## src/rtl/core/vtp_pkg.sv

```systemverilog
// Shared types and constants for the vignette test-pattern pixel pipeline.
// Used by every module under rtl/core; depends on nothing else.
package vtp_pkg;

  localparam int REG_BITS     = 13;  // frame size registers
  localparam int HALF_BITS    = 12;  // halved frame size
  localparam int SQ_HALF_BITS = 24;  // square of a halved frame size
  localparam int DEN_BITS     = 48;  // hw^2 * hh^2
  localparam int REM_BITS     = 56;  // positive vignette numerator, at most 255 * den
  localparam int QUOT_BITS    = 6;   // darkening quotient, below 64
  localparam int CHAN_BITS    = 8;
  localparam int GLOW_BITS    = 9;
  localparam int DIST_BITS    = 5;
  localparam int CFG_IDX_BITS = 1;

  localparam logic [DIST_BITS-1:0] DIST_CAP    = 5'd31;
  localparam logic [GLOW_BITS-1:0] GLOW_SEED   = 9'h1FF;
  localparam logic [QUOT_BITS-1:0] DARK_MAX    = 6'd50;
  localparam logic [REG_BITS-1:0]  FRAME_RESET = 13'd256;

  typedef enum logic [CFG_IDX_BITS-1:0] {
    CFG_FRAME_WIDTH  = 1'b0,
    CFG_FRAME_HEIGHT = 1'b1
  } cfg_reg_t;

  // Per-pixel values that ride along with the vignette arithmetic
  typedef struct packed {
    logic [GLOW_BITS-1:0] glow;
    logic [CHAN_BITS-1:0] base_r;
    logic [CHAN_BITS-1:0] base_g;
    logic [CHAN_BITS-1:0] base_b;
  } pix_side_t;

endpackage

```

## src/rtl/core/vtp_div.sv

```systemverilog
// Darkening quotient floor(V / D) clamped to 0..50: a clamp stage, then one
// restoring compare-subtract stage per quotient bit. Depends on vtp_pkg.
module vtp_div #(
  parameter int VIG_BITS = 60
) (
  input  logic                             clk,
  input  logic                             rst_n,
  input  logic                             en,
  input  logic                             valid_i,
  input  logic signed [VIG_BITS-1:0]       v_i,
  input  logic [vtp_pkg::DEN_BITS-1:0]     den_i,
  input  vtp_pkg::pix_side_t               side_i,
  output logic                             valid_o,
  output logic [vtp_pkg::QUOT_BITS-1:0]    dark_o,
  output vtp_pkg::pix_side_t               side_o
);

  localparam int Q = vtp_pkg::QUOT_BITS;

  logic                                valid_r [0:Q];
  logic                                zero_r  [0:Q];
  logic                                sat_r   [0:Q];
  logic [vtp_pkg::REM_BITS-1:0]        rem_r   [0:Q];
  logic [vtp_pkg::DEN_BITS-1:0]        den_r   [0:Q];
  logic [Q-1:0]                        quot_r  [0:Q];
  vtp_pkg::pix_side_t                  side_r  [0:Q];

  logic [VIG_BITS-1:0]                 den_ext, den50;
  logic                                zero_nxt, sat_nxt;

  always_comb begin
    den_ext  = VIG_BITS'(den_i);
    den50    = (den_ext << 5) + (den_ext << 4) + (den_ext << 1);
    zero_nxt = v_i[VIG_BITS-1] || (v_i == '0);
    sat_nxt  = !zero_nxt && (v_i >= $signed(den50));
  end

  always_ff @(posedge clk) begin
    if (!rst_n) begin
      valid_r[0] <= 1'b0;
    end else if (en) begin
      valid_r[0] <= valid_i;
    end
  end

  always_ff @(posedge clk) begin
    if (en) begin
      zero_r[0] <= zero_nxt;
      sat_r[0]  <= sat_nxt;
      rem_r[0]  <= v_i[vtp_pkg::REM_BITS-1:0];
      den_r[0]  <= den_i;
      quot_r[0] <= '0;
      side_r[0] <= side_i;
    end
  end

  // below the clamp V < 64*D, so six steps give the exact floor
  for (genvar k = 0; k < Q; k++) begin : g_step
    localparam int B = Q - 1 - k;

    logic [vtp_pkg::REM_BITS-1:0] trial;
    logic                         take;
    logic [vtp_pkg::REM_BITS-1:0] rem_nxt;
    logic [Q-1:0]                 quot_nxt;

    always_comb begin
      trial       = vtp_pkg::REM_BITS'(den_r[k]) << B;
      take        = rem_r[k] >= trial;
      rem_nxt     = take ? (rem_r[k] - trial) : rem_r[k];
      quot_nxt    = quot_r[k];
      quot_nxt[B] = take;
    end

    always_ff @(posedge clk) begin
      if (!rst_n) begin
        valid_r[k+1] <= 1'b0;
      end else if (en) begin
        valid_r[k+1] <= valid_r[k];
      end
    end

    always_ff @(posedge clk) begin
      if (en) begin
        zero_r[k+1] <= zero_r[k];
        sat_r[k+1]  <= sat_r[k];
        rem_r[k+1]  <= rem_nxt;
        den_r[k+1]  <= den_r[k];
        quot_r[k+1] <= quot_nxt;
        side_r[k+1] <= side_r[k];
      end
    end
  end

  always_comb begin
    if (zero_r[Q]) dark_o = '0;
    else if (sat_r[Q]) dark_o = vtp_pkg::DARK_MAX;
    else dark_o = quot_r[Q];
  end

  assign valid_o = valid_r[Q];
  assign side_o  = side_r[Q];

  // rem_r and den_r past the last step are only kept for uniform staging
  logic unused_tail;
  assign unused_tail = ^{rem_r[Q], den_r[Q]};

  a_quot_below_clamp: assert property (@(posedge clk) disable iff (!rst_n)
    valid_r[Q] && !zero_r[Q] && !sat_r[Q] |-> quot_r[Q] < vtp_pkg::DARK_MAX)
    else $error("quotient reached the clamp without the saturate flag");

  a_flags_exclusive: assert property (@(posedge clk) disable iff (!rst_n)
    valid_r[0] |-> !(zero_r[0] && sat_r[0]))
    else $error("vignette numerator flagged both nonpositive and saturated");

  a_dark_range: assert property (@(posedge clk) disable iff (!rst_n)
    valid_o |-> dark_o <= vtp_pkg::DARK_MAX)
    else $error("darkening above its clamp");

endmodule

```

## config.mk

```make
export PLATFORM = sky130hd
export DESIGN_NAME = vtp_div
export DESIGN_NICKNAME = d
export VERILOG_FILES = /design/src/rtl/core/vtp_pkg.sv /design/src/rtl/core/vtp_div.sv
export SDC_FILE = /design/constraint.sdc
export NUM_CORES = 2
export LEC_CHECK = 0
export ABC_AREA = 1
export ABC_CLOCK_PERIOD_IN_PS = 4800
export BUFFER_PORTS_ARGS = -buffer_cell sky130_fd_sc_hd__buf_2
export CORE_AREA = 2 2 372 374
export CTS_CLUSTER_SIZE = 28
export DETAILED_ROUTE_END_ITERATION = 8
export DIE_AREA = 0 0 374 376
export GPL_TIMING_DRIVEN = 0
export SYNTH_ARGS = -nofsm -noshare
export SYNTH_HDL_FRONTEND = slang
export SYNTH_SLANG_ARGS = --single-unit
```

## constraint.sdc

```tcl
create_clock -name clk -period 4.8 [get_ports clk]
set_input_delay 0.96 -clock clk [delete_from_list [all_inputs] [get_ports clk]]
set_output_delay 0.96 -clock clk [all_outputs]
set_load 0.01 [all_outputs]
```

==> flow_metrics.env <==
export IMPL_outcome="completed"
export IMPL_first_global_vias=51300
export IMPL_syn_area_mm2=0.0610
export IMPL_yosysTopAreaCellShare=0.441
export IMPL_criticalPathCategory="input pin to flip-flop"
export IMPL_fmax_mhz=217
export IMPL_gp_congestion=1.02
export IMPL_drc_errors=0
export IMPL_ys_seq_area_frac=0.441
export IMPL_synth_cell_types=40
export IMPL_dieWidth_um=374
export IMPL_clk_latency_ns=0.74
export IMPL_root_buffer="clkbuf_16"
export IMPL_start_kind="input pin"
export IMPL_wirelength_mm=213
export IMPL_initialDrtViolationCount=3273
export IMPL_crit_required_ns=5.41
export IMPL_drive_above_1_share=0.0507
export IMPL_antenna_found_initial=0
export IMPL_synth_common_cells="3065 x nand2_1, 1741 x inv_1, 896 x edfxtp_1"
export IMPL_clockBufferDepth=3
export IMPL_place_hpwl_mm=182
export IMPL_die_height_um=376
export IMPL_dr_pass1_iters=6
export IMPL_grt_usage=0.304
export IMPL_grt_overflow=0
export IMPL_synth_most_common_cell="nand2_1"
export IMPL_hold_buffers=0
export IMPL_synth_edf_count=896
export IMPL_grt_max_degree=137
export IMPL_skew_ns=0.0508
export IMPL_finish_instance_area_mm2=0.0676
export IMPL_synth_fp_nets=8682
export IMPL_die_area_mm2=0.141
export IMPL_leakagePower_uw=0.0341
export IMPL_setup_violations=0
export IMPL_start_util=0.447
export IMPL_min_path_type="input pin to flip-flop"
export IMPL_path_max_fanout=4
export IMPL_num_vias=50900
export IMPL_synth_warnings=0
export IMPL_finalHoldViolations=0
export IMPL_worst_slack_ns=0.182
export IMPL_cts_clk_slew_worst_paths_ns=0.06
export IMPL_ioPinCount=185
export IMPL_synth_area_leader_cell="edfxtp_1"
export IMPL_end_kind="flip-flop"
export IMPL_avgViaCountPerCell=4.96
export IMPL_synth_seq_cells=897
export IMPL_area_growth_pct=10.7
export IMPL_timing_slew_headroom=0.0507
export IMPL_final_antenna_net_count=0
export IMPL_ctsHtreeMaxLevel=3
export IMPL_fp_coreArea_mm2=0.137
export IMPL_synth_avg_cell_area_um2=7.54
export IMPL_tightestPinTransition_ns=1.42
export IMPL_finalMaxSlewViolations=0
export IMPL_powerDensity_mw_per_mm2=465
export IMPL_synth_flop_cell="edfxtp_1"
export IMPL_power_uw=31400
export IMPL_syn_inst=8093
export IMPL_async_reset_ff_frac=0
export IMPL_portBuffers=184
export IMPL_num_nets_final=8977
export IMPL_grt_pass1_wl_mm=311
export IMPL_wl_per_cell_um=20.8
export IMPL_cp_arrival_ns=5.22
export IMPL_cts_num_sinks=897
export IMPL_fin_crit_ns=4.62
export IMPL_post_dp_cell_area_mm2=0.0644
export IMPL_dp_slack_ns=-2.22
export IMPL_fill_cells=13600
export IMPL_cap_violations=0
export IMPL_rsz0062_at_grt="false"
export IMPL_rows=136
export IMPL_synth_area_leaders="edfxtp_1 44%, nand2_1 19%, inv_1 11%, ha_1 8.1%, nor2_1 3.7%"
export IMPL_peakVddDrop_mv=0.321
export IMPL_post_route_period_util=0.962
export IMPL_cts_buffers_inserted=95
export IMPL_cts_tree="yes"
## worst paths after layout
| path | start | endpoint | slack, ns | cells past startpoint |
|---|---|---|---|---|
| worst max-delay path | den_i[1] | sat_r[0]$_DFFE_PP_ | 0.18 | 24 |
| worst max register to register | den_r[2][46]$_DFFE_PP_ | rem_r[3][48]$_DFFE_PP_ | 0.73 | 11 |
| worst min register to register | side_r[5][22]$_DFFE_PP_ | side_r[6][22]$_DFFE_PP_ | 0.40 | 0 |
| worst min-delay path | side_i[0] | side_r[0][0]$_DFFE_PP_ | 0.40 | 1 |
## flip-flops by register name (all words and copies together) (netlist names)
| signal | cells |
|---|---|
| quot_r | 21 |
| zero_r | 7 |
| valid_r | 7 |
| den_r | 288 |
| side_r | 231 |
| sat_r | 7 |
| rem_r | 336 |
## power breakdown
part / leakage [uW] / internal, uW / total [uW] / switching [uW]
sequential: 0.00875 / 10300 / 11000 / 758
clock: 0.00145 / 3920 / 7160 / 3230
combinational: 0.0239 / 4130 / 13200 / 9070
total: 0.0341 / 18300 / 31400 / 13100
## worst max-delay path, cell delays in order
cell and delay [ns]:
buf_2 0.15, inv_1 0.09, fa_1 0.50, inv_1 0.05
ha_2 0.23, inv_1 0.09, fa_2 0.26, o21ai_4 0.07
buf_4 0.16, a21oi_1 0.37, inv_1 0.17, a21o_1 0.28
xnor2_1 0.16, ha_1 0.30, nand2_1 0.05, nor2_1 0.08
nand2_1 0.11, nor3_4 0.40, nand2_1 0.10, nand2_1 0.25
nand2_1 0.09, nand3_1 0.15, nand2_1 0.08, inv_1 0.06
## area by class of cell
type	instances	area, um2	share of cell area
timing repair buffer	198	1180	0.0174
clock buffer	117	2460	0.0364
sequential	897	26900	0.398
antenna	1	2.50	0.0000370
clock inverter	57	588	0.00870
inverter	1748	6560	0.0971
multi-input combinational	5397	27300	0.404
tap	1794	2240	0.0332
buffer	51	319	0.00472
## cells in the final DEF (no fill, tap or decap), drive strengths merged, types with 53 or more instances in the layout
| master | netlist | routed |
|---|---|---|
| o21ai | 148 | 148 |
| inv | 1748 | 1754 |
| clkbuf | 2 | 119 |
| ha | 394 | 394 |
| nand3b | 53 | 53 |
| nor3 | 68 | 68 |
| xnor2 | 70 | 70 |
| edfxtp | 896 | 896 |
| buf | 49 | 247 |
| nand2 | 3065 | 3065 |
| nand3 | 384 | 384 |
| nor2 | 616 | 616 |
| a21oi | 274 | 274 |
| xor2 | 92 | 92 |
| nand4 | 86 | 86 |
## routing by layer
layer  share of wire  up-vias  GRT usage
met5               0        -          0
met4            0.10        0      0.269
met3           0.032      611     0.0253
met2            0.50     1359      0.550
met1            0.37    23000      0.316
li1                -    25900          -
## stage by stage
| stage | setup TNS, ns | std cells | hold WS, ns | util |
|---|---|---|---|---|
| finish | 0 | 10300 | 0.397 | 0.495 |
| global placement | -9638.26 | 10100 | 0.400 | 0.470 |
| floorplan | 0 | 8093 | 0.400 | - |
| global route | 0 | 10300 | 0.363 | 0.495 |
| CTS | 0 | 10300 | 0.345 | 0.494 |
| detailed placement | -2.22 | 10100 | 0.405 | 0.472 |
## what timing repair did
item,in CTS,in global routing
setup buffers,4,2
resized for setup,7,4
pin swaps,3,2
hold endpoints to repair,0,0
setup endpoints to repair,1,1
## cells by family after synthesis
family,Yosys count,synth area share
and+or+nand+nor,4321,0.285
DFF,897,0.441
xor gates and xnor gates,162,0.0232
buffers and inverters,1799,0.113
AOI/OAI and AO/OA,470,0.0410
adders and majority gates,444,0.0971
No activity file was read; power rests on OpenSTA's default activity.
