===== config.mk =====
export PLATFORM = sky130hd
export DESIGN_NAME = vtp_front
export DESIGN_NICKNAME = d
export VERILOG_FILES = /design/src/rtl/core/vtp_pkg.sv /design/src/rtl/core/vtp_front.sv
export SDC_FILE = /design/constraint.sdc
export NUM_CORES = 1
export LEC_CHECK = 0
export BUFFER_PORTS_ARGS = -buffer_cell sky130_fd_sc_hd__buf_2
export CAP_MARGIN = 20
export CELL_PAD_IN_SITES_DETAIL_PLACEMENT = 1
export CELL_PAD_IN_SITES_GLOBAL_PLACEMENT = 2
export CORE_AREA = 5 5 151 139
export DETAILED_ROUTE_END_ITERATION = 10
export DIE_AREA = 0 0 156 144
export PLACE_DENSITY_LB_ADDON = 0.25
export REMOVE_ABC_BUFFERS = 1
export SLEW_MARGIN = 20
export SYNTH_ARGS = -nofsm -noshare
export SYNTH_HDL_FRONTEND = slang
export SYNTH_SLANG_ARGS = --single-unit

===== constraint.sdc =====
create_clock -name clk -period 9.35 [get_ports clk]
set_input_delay 0.4675 -clock clk [delete_from_list [all_inputs] [get_ports clk]]
set_output_delay 0.4675 -clock clk [all_outputs]
set_load 0.03 [all_outputs]

===== src/rtl/core/vtp_pkg.sv =====
// Shared types and constants for the vignette test-pattern pixel pipeline.
// Used by every module under rtl/core; depends on nothing else.
package vtp_pkg;

  localparam int REG_BITS     = 13;  // frame size registers
  localparam int HALF_BITS    = 12;  // halved frame size
  localparam int SQ_HALF_BITS = 24;  // square of a halved frame size
  localparam int DEN_BITS     = 48;  // hw^2 * hh^2
  localparam int REM_BITS     = 56;  // positive vignette numerator, at most 255 * den
  localparam int QUOT_BITS    = 6;   // darkening quotient, below 64
  localparam int CHAN_BITS    = 8;
  localparam int GLOW_BITS    = 9;
  localparam int DIST_BITS    = 5;
  localparam int CFG_IDX_BITS = 1;

  localparam logic [DIST_BITS-1:0] DIST_CAP    = 5'd31;
  localparam logic [GLOW_BITS-1:0] GLOW_SEED   = 9'h1FF;
  localparam logic [QUOT_BITS-1:0] DARK_MAX    = 6'd50;
  localparam logic [REG_BITS-1:0]  FRAME_RESET = 13'd256;

  typedef enum logic [CFG_IDX_BITS-1:0] {
    CFG_FRAME_WIDTH  = 1'b0,
    CFG_FRAME_HEIGHT = 1'b1
  } cfg_reg_t;

  // Per-pixel values that ride along with the vignette arithmetic
  typedef struct packed {
    logic [GLOW_BITS-1:0] glow;
    logic [CHAN_BITS-1:0] base_r;
    logic [CHAN_BITS-1:0] base_g;
    logic [CHAN_BITS-1:0] base_b;
  } pix_side_t;

endpackage


===== src/rtl/core/vtp_front.sv =====
// First pipeline stage: border glow, base colors, halved frame size and
// distances from the frame center. Depends on vtp_pkg.
module vtp_front #(
  parameter int COORD_BITS = 12,
  parameter int DIFF_BITS  = 12
) (
  input  logic                                clk,
  input  logic                                rst_n,
  input  logic                                en,
  input  logic                                in_valid,
  input  logic [COORD_BITS-1:0]               pixel_x,
  input  logic [COORD_BITS-1:0]               pixel_y,
  input  logic [vtp_pkg::REG_BITS-1:0]        frame_width,
  input  logic [vtp_pkg::REG_BITS-1:0]        frame_height,
  output logic                                valid_o,
  output logic [vtp_pkg::HALF_BITS-1:0]       hw_o,
  output logic [vtp_pkg::HALF_BITS-1:0]       hh_o,
  output logic [DIFF_BITS-1:0]                dx_o,
  output logic [DIFF_BITS-1:0]                dy_o,
  output vtp_pkg::pix_side_t                  side_o
);

  localparam int CMP_BITS  = (COORD_BITS > vtp_pkg::REG_BITS) ? COORD_BITS
                                                               : vtp_pkg::REG_BITS;
  localparam int BASE_BITS = (COORD_BITS > vtp_pkg::CHAN_BITS) ? COORD_BITS
                                                                : vtp_pkg::CHAN_BITS;

  function automatic logic [vtp_pkg::DIST_BITS-1:0] cap_dist(input logic [CMP_BITS-1:0] d);
    logic [vtp_pkg::DIST_BITS-1:0] res;
    if (d > CMP_BITS'(vtp_pkg::DIST_CAP)) res = vtp_pkg::DIST_CAP;
    else res = d[vtp_pkg::DIST_BITS-1:0];
    return res;
  endfunction

  function automatic logic [vtp_pkg::DIST_BITS-1:0] min_dist(
    input logic [vtp_pkg::DIST_BITS-1:0] a,
    input logic [vtp_pkg::DIST_BITS-1:0] b
  );
    return (a < b) ? a : b;
  endfunction

  logic [CMP_BITS-1:0]                 x_c, y_c, fw_c, fh_c, far_x, far_y;
  logic [vtp_pkg::DIST_BITS-1:0]       near_dist;
  logic [vtp_pkg::HALF_BITS-1:0]       hw_nxt, hh_nxt;
  logic signed [DIFF_BITS:0]           xs, ys, xn, yn;
  logic [DIFF_BITS-1:0]                dx_nxt, dy_nxt;
  logic [BASE_BITS-1:0]                xb_full, yb_full;
  logic [vtp_pkg::CHAN_BITS-1:0]       xb, yb;
  vtp_pkg::pix_side_t                  side_nxt;

  logic                                valid_r;
  logic [vtp_pkg::HALF_BITS-1:0]       hw_r, hh_r;
  logic [DIFF_BITS-1:0]                dx_r, dy_r;
  vtp_pkg::pix_side_t                  side_r;

  always_comb begin
    // nearest edge distance, capped; a far edge behind the pixel is left out
    x_c   = CMP_BITS'(pixel_x);
    y_c   = CMP_BITS'(pixel_y);
    fw_c  = CMP_BITS'(frame_width);
    fh_c  = CMP_BITS'(frame_height);
    far_x = fw_c - x_c - CMP_BITS'(1);
    far_y = fh_c - y_c - CMP_BITS'(1);
    near_dist = min_dist(cap_dist(x_c), cap_dist(y_c));
    if (x_c < fw_c) near_dist = min_dist(near_dist, cap_dist(far_x));
    if (y_c < fh_c) near_dist = min_dist(near_dist, cap_dist(far_y));
    side_nxt.glow = vtp_pkg::GLOW_SEED >> near_dist;

    xb_full = BASE_BITS'(pixel_x);
    yb_full = BASE_BITS'(pixel_y);
    xb = xb_full[vtp_pkg::CHAN_BITS-1:0];
    yb = yb_full[vtp_pkg::CHAN_BITS-1:0];
    side_nxt.base_r = ~xb & ~yb;
    side_nxt.base_g = xb & ~yb;
    side_nxt.base_b = ~xb & yb;

    // a halved size of zero counts as one
    hw_nxt = frame_width[vtp_pkg::REG_BITS-1:1];
    hh_nxt = frame_height[vtp_pkg::REG_BITS-1:1];
    if (hw_nxt == '0) hw_nxt = vtp_pkg::HALF_BITS'(1);
    if (hh_nxt == '0) hh_nxt = vtp_pkg::HALF_BITS'(1);

    xs = $signed({1'b0, DIFF_BITS'(pixel_x)}) - $signed({1'b0, DIFF_BITS'(hw_nxt)});
    ys = $signed({1'b0, DIFF_BITS'(pixel_y)}) - $signed({1'b0, DIFF_BITS'(hh_nxt)});
    xn = -xs;
    yn = -ys;
    dx_nxt = xs[DIFF_BITS] ? xn[DIFF_BITS-1:0] : xs[DIFF_BITS-1:0];
    dy_nxt = ys[DIFF_BITS] ? yn[DIFF_BITS-1:0] : ys[DIFF_BITS-1:0];
  end

  always_ff @(posedge clk) begin
    if (!rst_n) begin
      valid_r <= 1'b0;
    end else if (en) begin
      valid_r <= in_valid;
    end
  end

  always_ff @(posedge clk) begin
    if (en) begin
      hw_r   <= hw_nxt;
      hh_r   <= hh_nxt;
      dx_r   <= dx_nxt;
      dy_r   <= dy_nxt;
      side_r <= side_nxt;
    end
  end

  assign valid_o = valid_r;
  assign hw_o    = hw_r;
  assign hh_o    = hh_r;
  assign dx_o    = dx_r;
  assign dy_o    = dy_r;
  assign side_o  = side_r;

endmodule


==> run_results.csv, run 1 <==
group,metric,value,unit
placed_design,place.gp.congestion,0.861,
cells_and_area,final_cell_area,8170,µm²
route,dr.pass1.iters,5,
route,m1WireLength,10600,µm
cells_and_area,fillers,2283,
pwr,p_sw_share,35.9,%
synth,ys_ff_latch,82,
setup_path,path_class,"in -> reg",
synth,async_flop_share,0,%
route,avgRoutedWirePerCell,19.4,µm
synth,synth_edf_count,81,
clock_tree,cts_sinks,82,
synth,synth_ff_type,"edfxtp_1",
grt,grt_max_degree,83,
clock_tree,numCtsBuffers,9,
sta,finClkSkew,0,ns
clock_tree,cts_resized,0,
route,ant_nets,0,
sta,rsz0062_at_grt,"false",
cells_and_area,antennaDiodeCount,0,
clock_tree,cts_hold_buf,0,
setup_path,cp-start-kind,"input port",
synth,postSynthAreaPerCell,9.26,µm²
route,wirelength,21800,µm
route,vias_per_cell,5.25,
sta,max_freq,0.145,GHz
cells_and_area,multi_input_area,4000,µm²
floorplan,core-area,19400,µm²
sta,fin_tns_setup,0,ns
cells_and_area,final_nets,1007,
pwr,total_power,1.32,mW
floorplan,start_util,35.8,%
pwr,p_seq_share,35.6,%
setup_path,path_max_fanout,9,
synth,yosysWarnings,0,
synth,syn_area,6960,µm²
placed_design,dp_hpwl,17600,µm
route,drt_iter0_markers,242,
pwr,combPwrFrac,33.6,%
clock_tree,post_cts_buffers,0,
placed_design,port_buffers,135,
sta,min_period_over_period,73.9,%
placed_design,placed_cell_area,7810,µm²
clock_tree,cts_root_buf,"clkbuf_16",
cells_and_area,most-common-layout-cells,"buf_2, inv_1, ha_1",
sta,final-setup-viol-count,0,
cells_and_area,seq_area,2450,µm²
floorplan,die_h,144,µm
cells_and_area,drive_gt1_share,20.8,%
pwr,p_leak,3.61,nW
sta,tightest_slew,0.797,ns
sta,drv_slew,0,
route,top_layer_used,"met4",
cells_and_area,final_common_cell,"buf_2",
clock_tree,clk_latency,0.35,ns
sta,timing.slew.headroom,46.9,%
setup_path,critPathCaptureType,"register",
run_status,status,"finished, final reports clean",
pwr,clkPwrFrac,30.8,%
sta,hold_viol,0,
floorplan,die_x,156,µm
setup_path,arrival,6.99,ns
clock_tree,cts_tree,"done",
cells_and_area,syn2layout_area_growth,17.4,%
synth,yosysSeqAreaShare,35.3,%
pwr,powerDensity,162,nW/µm²
synth,synth_cells,751,
synth,yosysUniqueCellTypes,77,
job,cap_violations,0,
setup_path,crit_required,9.43,ns
floorplan,io_pins,136,
sta,layout_setup_ws,2.44,ns
worst_hold_path,min_path_type,"in -> reg",
grt,grt_pass1_wl,34100,µm
clock_tree,cts_buffer_depth,2,
grt,overflow,0,
pwr,power.switching,475,µW
route,vias,5899,
route,met2_length,9860,µm
pwr,internal_power,847,µW
sta,fin_crit,6.91,ns
grt,grt_usage,19.4,%
floorplan,rows,49,
route,routed-wl-met3,994,µm
placed_design,place_ws,1.81,ns
clock_tree,htree_levels,3,
pwr,ir_drop,0.0000905,V
grt,grt_antenna_before_repair,0,
floorplan,die_area,22500,µm²
clock_tree,clk_pin_slew,0.07,ns
route,drc_errors,0,
grt,grt_pass1_vias,6191,
## registers in the layout, indices dropped and copies added, names as in the netlist
signal   flops
side_o      33
dx_o        12
dy_o        12
hh_o        12
hw_o        12
valid_o      1
## power groups by stage
| stage | sequential, mW | clock, mW | combinational, mW |
|---|---|---|---|
| 4_1_cts | 0.472 | 0.420 | 0.446 |
| 2_1_floorplan | 0.569 | 0 | 0.216 |
| 6_report | 0.471 | 0.407 | 0.444 |
| 3_5_place_dp | 0.480 | 0 | 0.443 |
| 3_3_place_gp | 0.479 | 0 | 0.434 |
| 5_1_grt | 0.475 | 0.435 | 0.487 |
## cells in the mapped netlist (4+ instances only)
cell,count,area [µm²]
a211oi_1,14,105
a21o_1,12,90.1
a21oi_1,47,235
a31oi_1,6,37.5
and2_1,4,25.0
and3_1,4,25.0
buf_2,5,25.0
clkbuf_1,29,109
edfxtp_1,81,2430
fa_1,4,80.1
ha_1,85,1060
inv_1,97,364
mux2i_1,8,80.1
nand2_1,27,101
nand2b_1,8,50.1
nand3_1,14,70.1
nand4_1,7,43.8
nor2_1,84,315
nor2b_1,10,62.6
nor3_1,19,95.1
nor3b_1,4,30.0
nor4_1,11,68.8
o211ai_1,7,52.6
o21a_1,7,52.6
o21ai_0,22,110
o21bai_1,5,37.5
o31ai_1,11,82.6
or2_2,5,31.3
or4_1,4,30.0
xnor2_1,27,236
xor2_1,15,131
## cell families (layout without fill, tap and decap cells)
logic type	after synthesis	in the layout	share of synthesized area, %
XOR/XNOR	42	42	5.29
AND/OR/NAND/NOR	220	220	16.1
multiplexers	13	13	2.16
buffers and inverters	132	250	7.27
AO/OA/AOI/OAI	173	173	17.5
flip-flops	82	82	35.3
adder cells (fa/ha/maj)	89	89	16.4
## final cells by class
cell class              instances  area share [%]
multi-input cells             537            48.9
flip-flops and latches         82            30.0
repair buffers                137            8.70
inverters                      97            4.46
well taps                     255            3.91
clock buffers                   9            2.76
clock inverters                 7            1.23
## per-layer routing
metal	vias up	global-route usage, %
met5	-	0
met4	0	5.07
met3	20	3.47
met2	119	30.9
met1	2848	27.5
li1	2912	-
## worst max-delay path, stage by stage
cell and delay (ns):
buf_2 0.15, inv_1 0.15, ha_1 0.29, fa_1 0.44
a211oi_1 0.32, or3_4 0.21, nand3_1 0.09, a32o_2 0.27
or4b_4 0.59, nor2_1 0.19, ha_1 0.28, a211oi_1 0.27
o21bai_1 0.17, a31o_2 0.24, nand2_1 0.12, o21ai_4 0.10
o2bb2ai_1 0.35, inv_1 0.09, ha_1 0.32, nand4_1 0.14
or4_1 0.44, o211ai_1 0.45, buf_2 0.31, mux2i_4 0.41
o211ai_1 0.15
## final timing paths
path,from,endpoint,slack (ns),cells past startpoint
worst min-delay path,rst_n,valid_o$_SDFFE_PN0P_,0.32,2
worst max-delay path,pixel_x[0],side_o[24]$_SDFFCE_PP0P_,2.44,25
worst min register to register,valid_o$_SDFFE_PN0P_,valid_o$_SDFFE_PN0P_,0.52,2
worst max register to register,valid_o$_SDFFE_PN0P_,valid_o$_SDFFE_PN0P_,8.75,2
## per-stage QoR
step	utilization [%]	cells	hold WS, ns
5_1_grt	42.0	1124	0.333
3_5_place_dp	40.2	1106	0.508
6_report	42.0	1124	0.323
2_1_floorplan	-	716	0.566
4_1_cts	41.9	1122	0.317
3_3_place_gp	40.2	1106	0.495
No activity file was read; power rests on OpenSTA's default activity.
==> inputs of run 2 (changes only) <==
--- a/config.mk
+++ b/config.mk
@@ -9,9 +9,9 @@
 export CAP_MARGIN = 20
 export CELL_PAD_IN_SITES_DETAIL_PLACEMENT = 1
 export CELL_PAD_IN_SITES_GLOBAL_PLACEMENT = 2
-export CORE_AREA = 5 5 151 139
+export CORE_AREA = 5 5 164 151
 export DETAILED_ROUTE_END_ITERATION = 10
-export DIE_AREA = 0 0 156 144
+export DIE_AREA = 0 0 169 156
 export PLACE_DENSITY_LB_ADDON = 0.25
 export REMOVE_ABC_BUFFERS = 1
 export SLEW_MARGIN = 20
==> constraint.sdc (replaced) <==
create_clock -name clk -period 6.1 [get_ports clk]
set_input_delay 0.305 -clock clk [delete_from_list [all_inputs] [get_ports clk]]
set_output_delay 0.305 -clock clk [all_outputs]
set_load 0.03 [all_outputs]
==> run_results.csv, run 2 (synthesis gave the netlist of run 1 again) <==
group,metric,value,unit
pwr,ir_drop,0.000120,V
sta,tightest_slew,0.910,ns
setup_path,r2r_slack,5.51,ns
setup_path,r2r_end,"valid_o$_SDFFE_PN0P_",
sta,final-setup-viol-count,0,
cells_and_area,seq_area,2450,µm²
clock_tree,clk_latency,0.35,ns
route,avgRoutedWirePerCell,18.3,µm
sta,hold_viol,0,
placed_design,dp.cells,1186,
sta,finClkSkew,0,ns
worst_hold_path,min_path_type,"in -> reg",
grt,overflow,0,
cells_and_area,final_cell_area,8450,µm²
placed_design,dp_hpwl,17900,µm
floorplan,die_area,26400,µm²
setup_path,regToRegStartpoint,"valid_o$_SDFFE_PN0P_",
sta,fin_crit,5.76,ns
route,ant_nets,0,
run_status,status,"finished, final reports clean",
cells_and_area,final_util,37.0,%
clock_tree,cts_root_buf,"clkbuf_16",
sta,min_period_over_period,94.5,%
route,dr.pass1.iters,4,
sta,max_freq,0.174,GHz
floorplan,start_util,30.4,%
cells_and_area,syn2layout_area_growth,21.6,%
cells_and_area,antennaDiodeCount,0,
clock_tree,htree_levels,3,
floorplan,die_h,156,µm
floorplan,io_pins,136,
job,cap_violations,0,
clock_tree,cts_buffer_depth,2,
cells_and_area,final_common_cell,"buf_2",
setup_path,path_class,"in -> reg",
floorplan,core-area,22900,µm²
grt,grt_usage,16.4,%
setup_path,r2r_cells,2,
setup_path,startpoint,"pixel_x[0]",
sta,drv_slew,0,
cells_and_area,multi_input_area,4020,µm²
setup_path,crit_end,"side_o[26]$_SDFFCE_PP0P_",
grt,grt_pass1_vias,5932,
setup_path,path_max_fanout,11,
pwr,powerDensity,239,nW/µm²
sta,timing.slew.headroom,38.5,%
cells_and_area,most-common-layout-cells,"buf_2, inv_1, ha_1",
clock_tree,cts_tree,"done",
cells_and_area,fin_cells,1202,
clock_tree,numCtsBuffers,9,
placed_design,port_buffers,135,
grt,grt_max_degree,62,
setup_path,cp-start-kind,"input port",
sta,rsz0062_at_grt,"false",
cells_and_area,fillers,2694,
route,vias_per_cell,4.91,
placed_design,place_ws,-0.163,ns
route,wirelength,22000,µm
setup_path,crit_required,6.18,ns
setup_path,critPathCaptureType,"register",
placed_design,placed_cell_area,8120,µm²
clock_tree,cts_sinks,82,
worst_hold_path,worstHoldPathCells,2,
route,drc_errors,0,
clock_tree,post_cts_buffers,0,
setup_path,arrival,5.85,ns
floorplan,rows,53,
grt,grt_antenna_before_repair,1,
clock_tree,clk_pin_slew,0.07,ns
cells_and_area,drive_gt1_share,23.7,%
cells_and_area,largest_register_ffs,33,
placed_design,place.gp.congestion,0.816,
floorplan,die_x,169,µm
route,vias,5906,
grt,grt_pass1_wl,33900,µm
cells_and_area,final_nets,1038,
sta,layout_setup_ws,0.337,ns
pwr,p_leak,3.75,nW
route,drt_iter0_markers,275,
==> run 2: worst min path at each step <==
stage,start,endpoint,slack [ns]
after detailed placement,valid_o$_SDFFE_PN0P_,valid_o$_SDFFE_PN0P_,0.52
after global placement,valid_o$_SDFFE_PN0P_,valid_o$_SDFFE_PN0P_,0.50
final,rst_n,valid_o$_SDFFE_PN0P_,0.16
after CTS,rst_n,valid_o$_SDFFE_PN0P_,0.15
after floorplan,frame_height[11],hh_o[10]$_DFFE_PP_,0.40
after global routing,rst_n,valid_o$_SDFFE_PN0P_,0.16
==> run 2: what timing repair did <==
item,4_1_cts,5_1_grt
resized for setup,0,3
endpoints found under the setup margin,0,8
hold buffers,0,0
==> run 2: report_power, final <==
part / internal (mW) / switching (mW) / leakage, nW
sequential: 0.704 / 0.0155 / 0.795
clock: 0.360 / 0.249 / 0.151
combinational: 0.243 / 0.452 / 2.80
total: 1.31 / 0.717 / 3.75
==> run 2: cell type report <==
| type | instances | share of cell area, % |
|---|---|---|
| Sequential cell | 82 | 29.0 |
| Clock inverter | 6 | 1.05 |
| Tap cell | 302 | 4.47 |
| Inverter | 97 | 4.31 |
| Multi-Input combinational cell | 537 | 47.5 |
| Timing Repair Buffer | 168 | 11.0 |
| Clock buffer | 10 | 2.71 |
==> run 2: routing by layer <==
layer,global-route usage [%],vias up,part of all wire [%]
li1,-,2979,-
met1,24.8,2803,52
met2,24.9,106,43
met3,1.90,16,3.7
met4,4.10,2,1.2
met5,0,-,0.032
==> run 2: worst max-delay path, stage by stage <==
cell and delay, ns:
buf_2 0.17, inv_1 0.08, ha_1 0.25, fa_1 0.41, a211oi_2 0.28, or3_4 0.19, nand3_1 0.08, a32o_2 0.26
or4b_4 0.58, nor2_1 0.18, ha_1 0.27, a211oi_1 0.24, o21bai_1 0.13, a31o_2 0.22, nand2_1 0.12, o21ai_4 0.10
o2bb2ai_1 0.19, inv_1 0.06, ha_1 0.30, nand4_1 0.11, or4_1 0.42, o211ai_1 0.17, buf_4 0.23, mux2i_4 0.27
buf_4 0.17, a211oi_2 0.04
==> run 2: stage by stage <==
step                      setup TNS, ns  power (mW)  hold slack (ns)
after floorplan                  -0.397        1.20            0.404
after global placement           -0.188        1.42            0.496
after detailed placement         -0.874        1.43            0.515
after CTS                             0        2.05            0.147
after global routing                  0        2.14            0.155
final                                 0        2.02            0.157
==> inputs of run 3 (changes only) <==
--- a/config.mk
+++ b/config.mk
@@ -9,9 +9,9 @@
 export CAP_MARGIN = 20
 export CELL_PAD_IN_SITES_DETAIL_PLACEMENT = 1
 export CELL_PAD_IN_SITES_GLOBAL_PLACEMENT = 2
-export CORE_AREA = 5 5 164 151
+export CORE_AREA = 5 5 156 158
 export DETAILED_ROUTE_END_ITERATION = 10
-export DIE_AREA = 0 0 169 156
+export DIE_AREA = 0 0 161 163
 export PLACE_DENSITY_LB_ADDON = 0.25
 export REMOVE_ABC_BUFFERS = 1
 export SLEW_MARGIN = 20
==> run_results.csv, run 3 (synthesis gave the netlist of run 1 again) <==
group,metric,value,unit
grt,overflow,0,
route,vias,5935,
clock_tree,cts_hold_buf,0,
cells_and_area,final_common_cell,"buf_2",
sta,final-setup-viol-count,0,
sta,max_freq,0.175,GHz
route,drc_errors,0,
setup_path,cp-start-kind,"input port",
floorplan,core-area,23000,µm²
clock_tree,cts_sinks,82,
grt,grt_max_degree,62,
grt,grt_pass1_vias,6056,
cells_and_area,most-common-layout-cells,"buf_2, inv_1, ha_1",
clock_tree,htree_levels,3,
pwr,p_leak,3.73,nW
cells_and_area,final_util,36.5,%
clock_tree,cts_root_buf,"clkbuf_16",
setup_path,arrival,5.81,ns
sta,finClkSkew,0,ns
clock_tree,cts_buffer_depth,2,
grt,grt_pass1_wl,34400,µm
placed_design,port_buffers,135,
setup_path,critPathCaptureType,"register",
floorplan,start_util,30.3,%
placed_design,place_ws,-0.0690,ns
job,cap_violations,0,
run_status,status,"finished, final reports clean",
clock_tree,clk_pin_slew,0.07,ns
worst_hold_path,hold_end,"valid_o$_SDFFE_PN0P_",
route,avgRoutedWirePerCell,18.6,µm
clock_tree,clk_latency,0.35,ns
worst_hold_path,worstHoldPathCells,2,
route,drt_iter0_markers,191,
sta,tightest_slew,0.828,ns
sta,drv_slew,0,
floorplan,rows,56,
floorplan,die_h,163,µm
route,wirelength,22100,µm
floorplan,die_area,26200,µm²
grt,grt_antenna_before_repair,0,
sta,min_period_over_period,93.7,%
placed_design,place.gp.congestion,0.829,
setup_path,path_class,"in -> reg",
setup_path,r2r_cells,2,
worst_hold_path,min_path_type,"in -> reg",
worst_hold_path,worstHoldStart,"rst_n",
placed_design,dp_hpwl,18400,µm
pwr,ir_drop,0.000110,V
floorplan,io_pins,136,
pwr,powerDensity,236,nW/µm²
floorplan,die_x,161,µm
sta,timing.slew.headroom,44.8,%
sta,layout_setup_ws,0.383,ns
route,ant_nets,0,
cells_and_area,largest_register_ffs,33,
pwr,total_power,1.98,mW
cells_and_area,syn2layout_area_growth,20.7,%
cells_and_area,final_nets,1036,
setup_path,crit_required,6.19,ns
setup_path,path_max_fanout,6,
route,dr.pass1.iters,4,
sta,hold_viol,0,
route,vias_per_cell,5.00,
cells_and_area,drive_gt1_share,23.7,%
clock_tree,numCtsBuffers,9,
clock_tree,cts_tree,"done",
sta,rsz0062_at_grt,"false",
clock_tree,post_cts_buffers,0,
clock_tree,cts_resized,0,
cells_and_area,antennaDiodeCount,0,
grt,grt_usage,16.8,%
setup_path,regToRegStartpoint,"valid_o$_SDFFE_PN0P_",
sta,fin_crit,5.72,ns
setup_path,r2r_end,"valid_o$_SDFFE_PN0P_",
setup_path,r2r_slack,5.51,ns
==> run 3: through the flow <==
stage          cells  hold slack (ns)  TNS [ns]  area, µm²
6_report        1188            0.163         0       8400
5_1_grt         1188            0.178         0       8400
4_1_cts         1188            0.154         0       8390
3_5_place_dp    1172            0.514    -0.407       8090
3_3_place_gp    1172            0.506         0       8090
2_1_floorplan    716            0.404    -0.397       6810
==> run 3: final cells by class <==
class	instances	area, µm²
multi-input combinational	537	4010
fill	2713	14600
clock buffer	9	225
timing repair buffer	166	911
sequential	82	2450
inverter	97	364
clock inverter	7	72.6
tap	290	363
==> run 3: power by group <==
| group | total, mW | internal (mW) | switching [mW] |
|---|---|---|---|
| Combinational | 0.694 | 0.239 | 0.454 |
| Sequential | 0.724 | 0.705 | 0.0197 |
| Clock | 0.562 | 0.289 | 0.274 |
| Total | 1.98 | 1.23 | 0.747 |
==> run 3: worst max path at each step <==
stage	endpoint	slack, ns	depth (start not counted)	from
final	side_o[26]$_SDFFCE_PP0P_	0.38	26	pixel_x[0]
after global routing	side_o[26]$_SDFFCE_PP0P_	0.006	28	pixel_x[8]
after CTS	side_o[26]$_SDFFCE_PP0P_	0.30	26	pixel_x[0]
after detailed placement	side_o[27]$_SDFFCE_PP0P_	-0.07	26	pixel_x[0]
after global placement	side_o[26]$_SDFFCE_PP0P_	0.1	26	pixel_x[0]
after floorplan	side_o[24]$_SDFFCE_PP0P_	-0.12	23	pixel_x[0]
==> run 3: worst max-delay path, stage by stage <==
cell and delay (ns):
buf_2 0.14, inv_1 0.07, ha_1 0.23, fa_1 0.45, a211oi_2 0.27, or3_4 0.18, nand3_1 0.07, a32o_2 0.26
or4b_4 0.58, nor2_1 0.21, ha_1 0.27, a211oi_1 0.23, o21bai_1 0.13, a31o_2 0.23, nand2_1 0.13, o21ai_4 0.10
mux2i_1 0.21, inv_1 0.07, ha_1 0.29, nand4_1 0.13, or4_1 0.41, o211ai_1 0.18, buf_4 0.19, mux2i_4 0.26
buf_4 0.17, a211oi_2 0.04
==> run 3: per-layer routing <==
| metal | track usage [%] | wire [µm] | vias up |
|---|---|---|---|
| met5 | 0 | 0 | - |
| met4 | 4.69 | 336 | 0 |
| met3 | 2.43 | 902 | 18 |
| met2 | 26.9 | 9940 | 114 |
| met1 | 23.7 | 11000 | 2835 |
| li1 | - | - | 2968 |
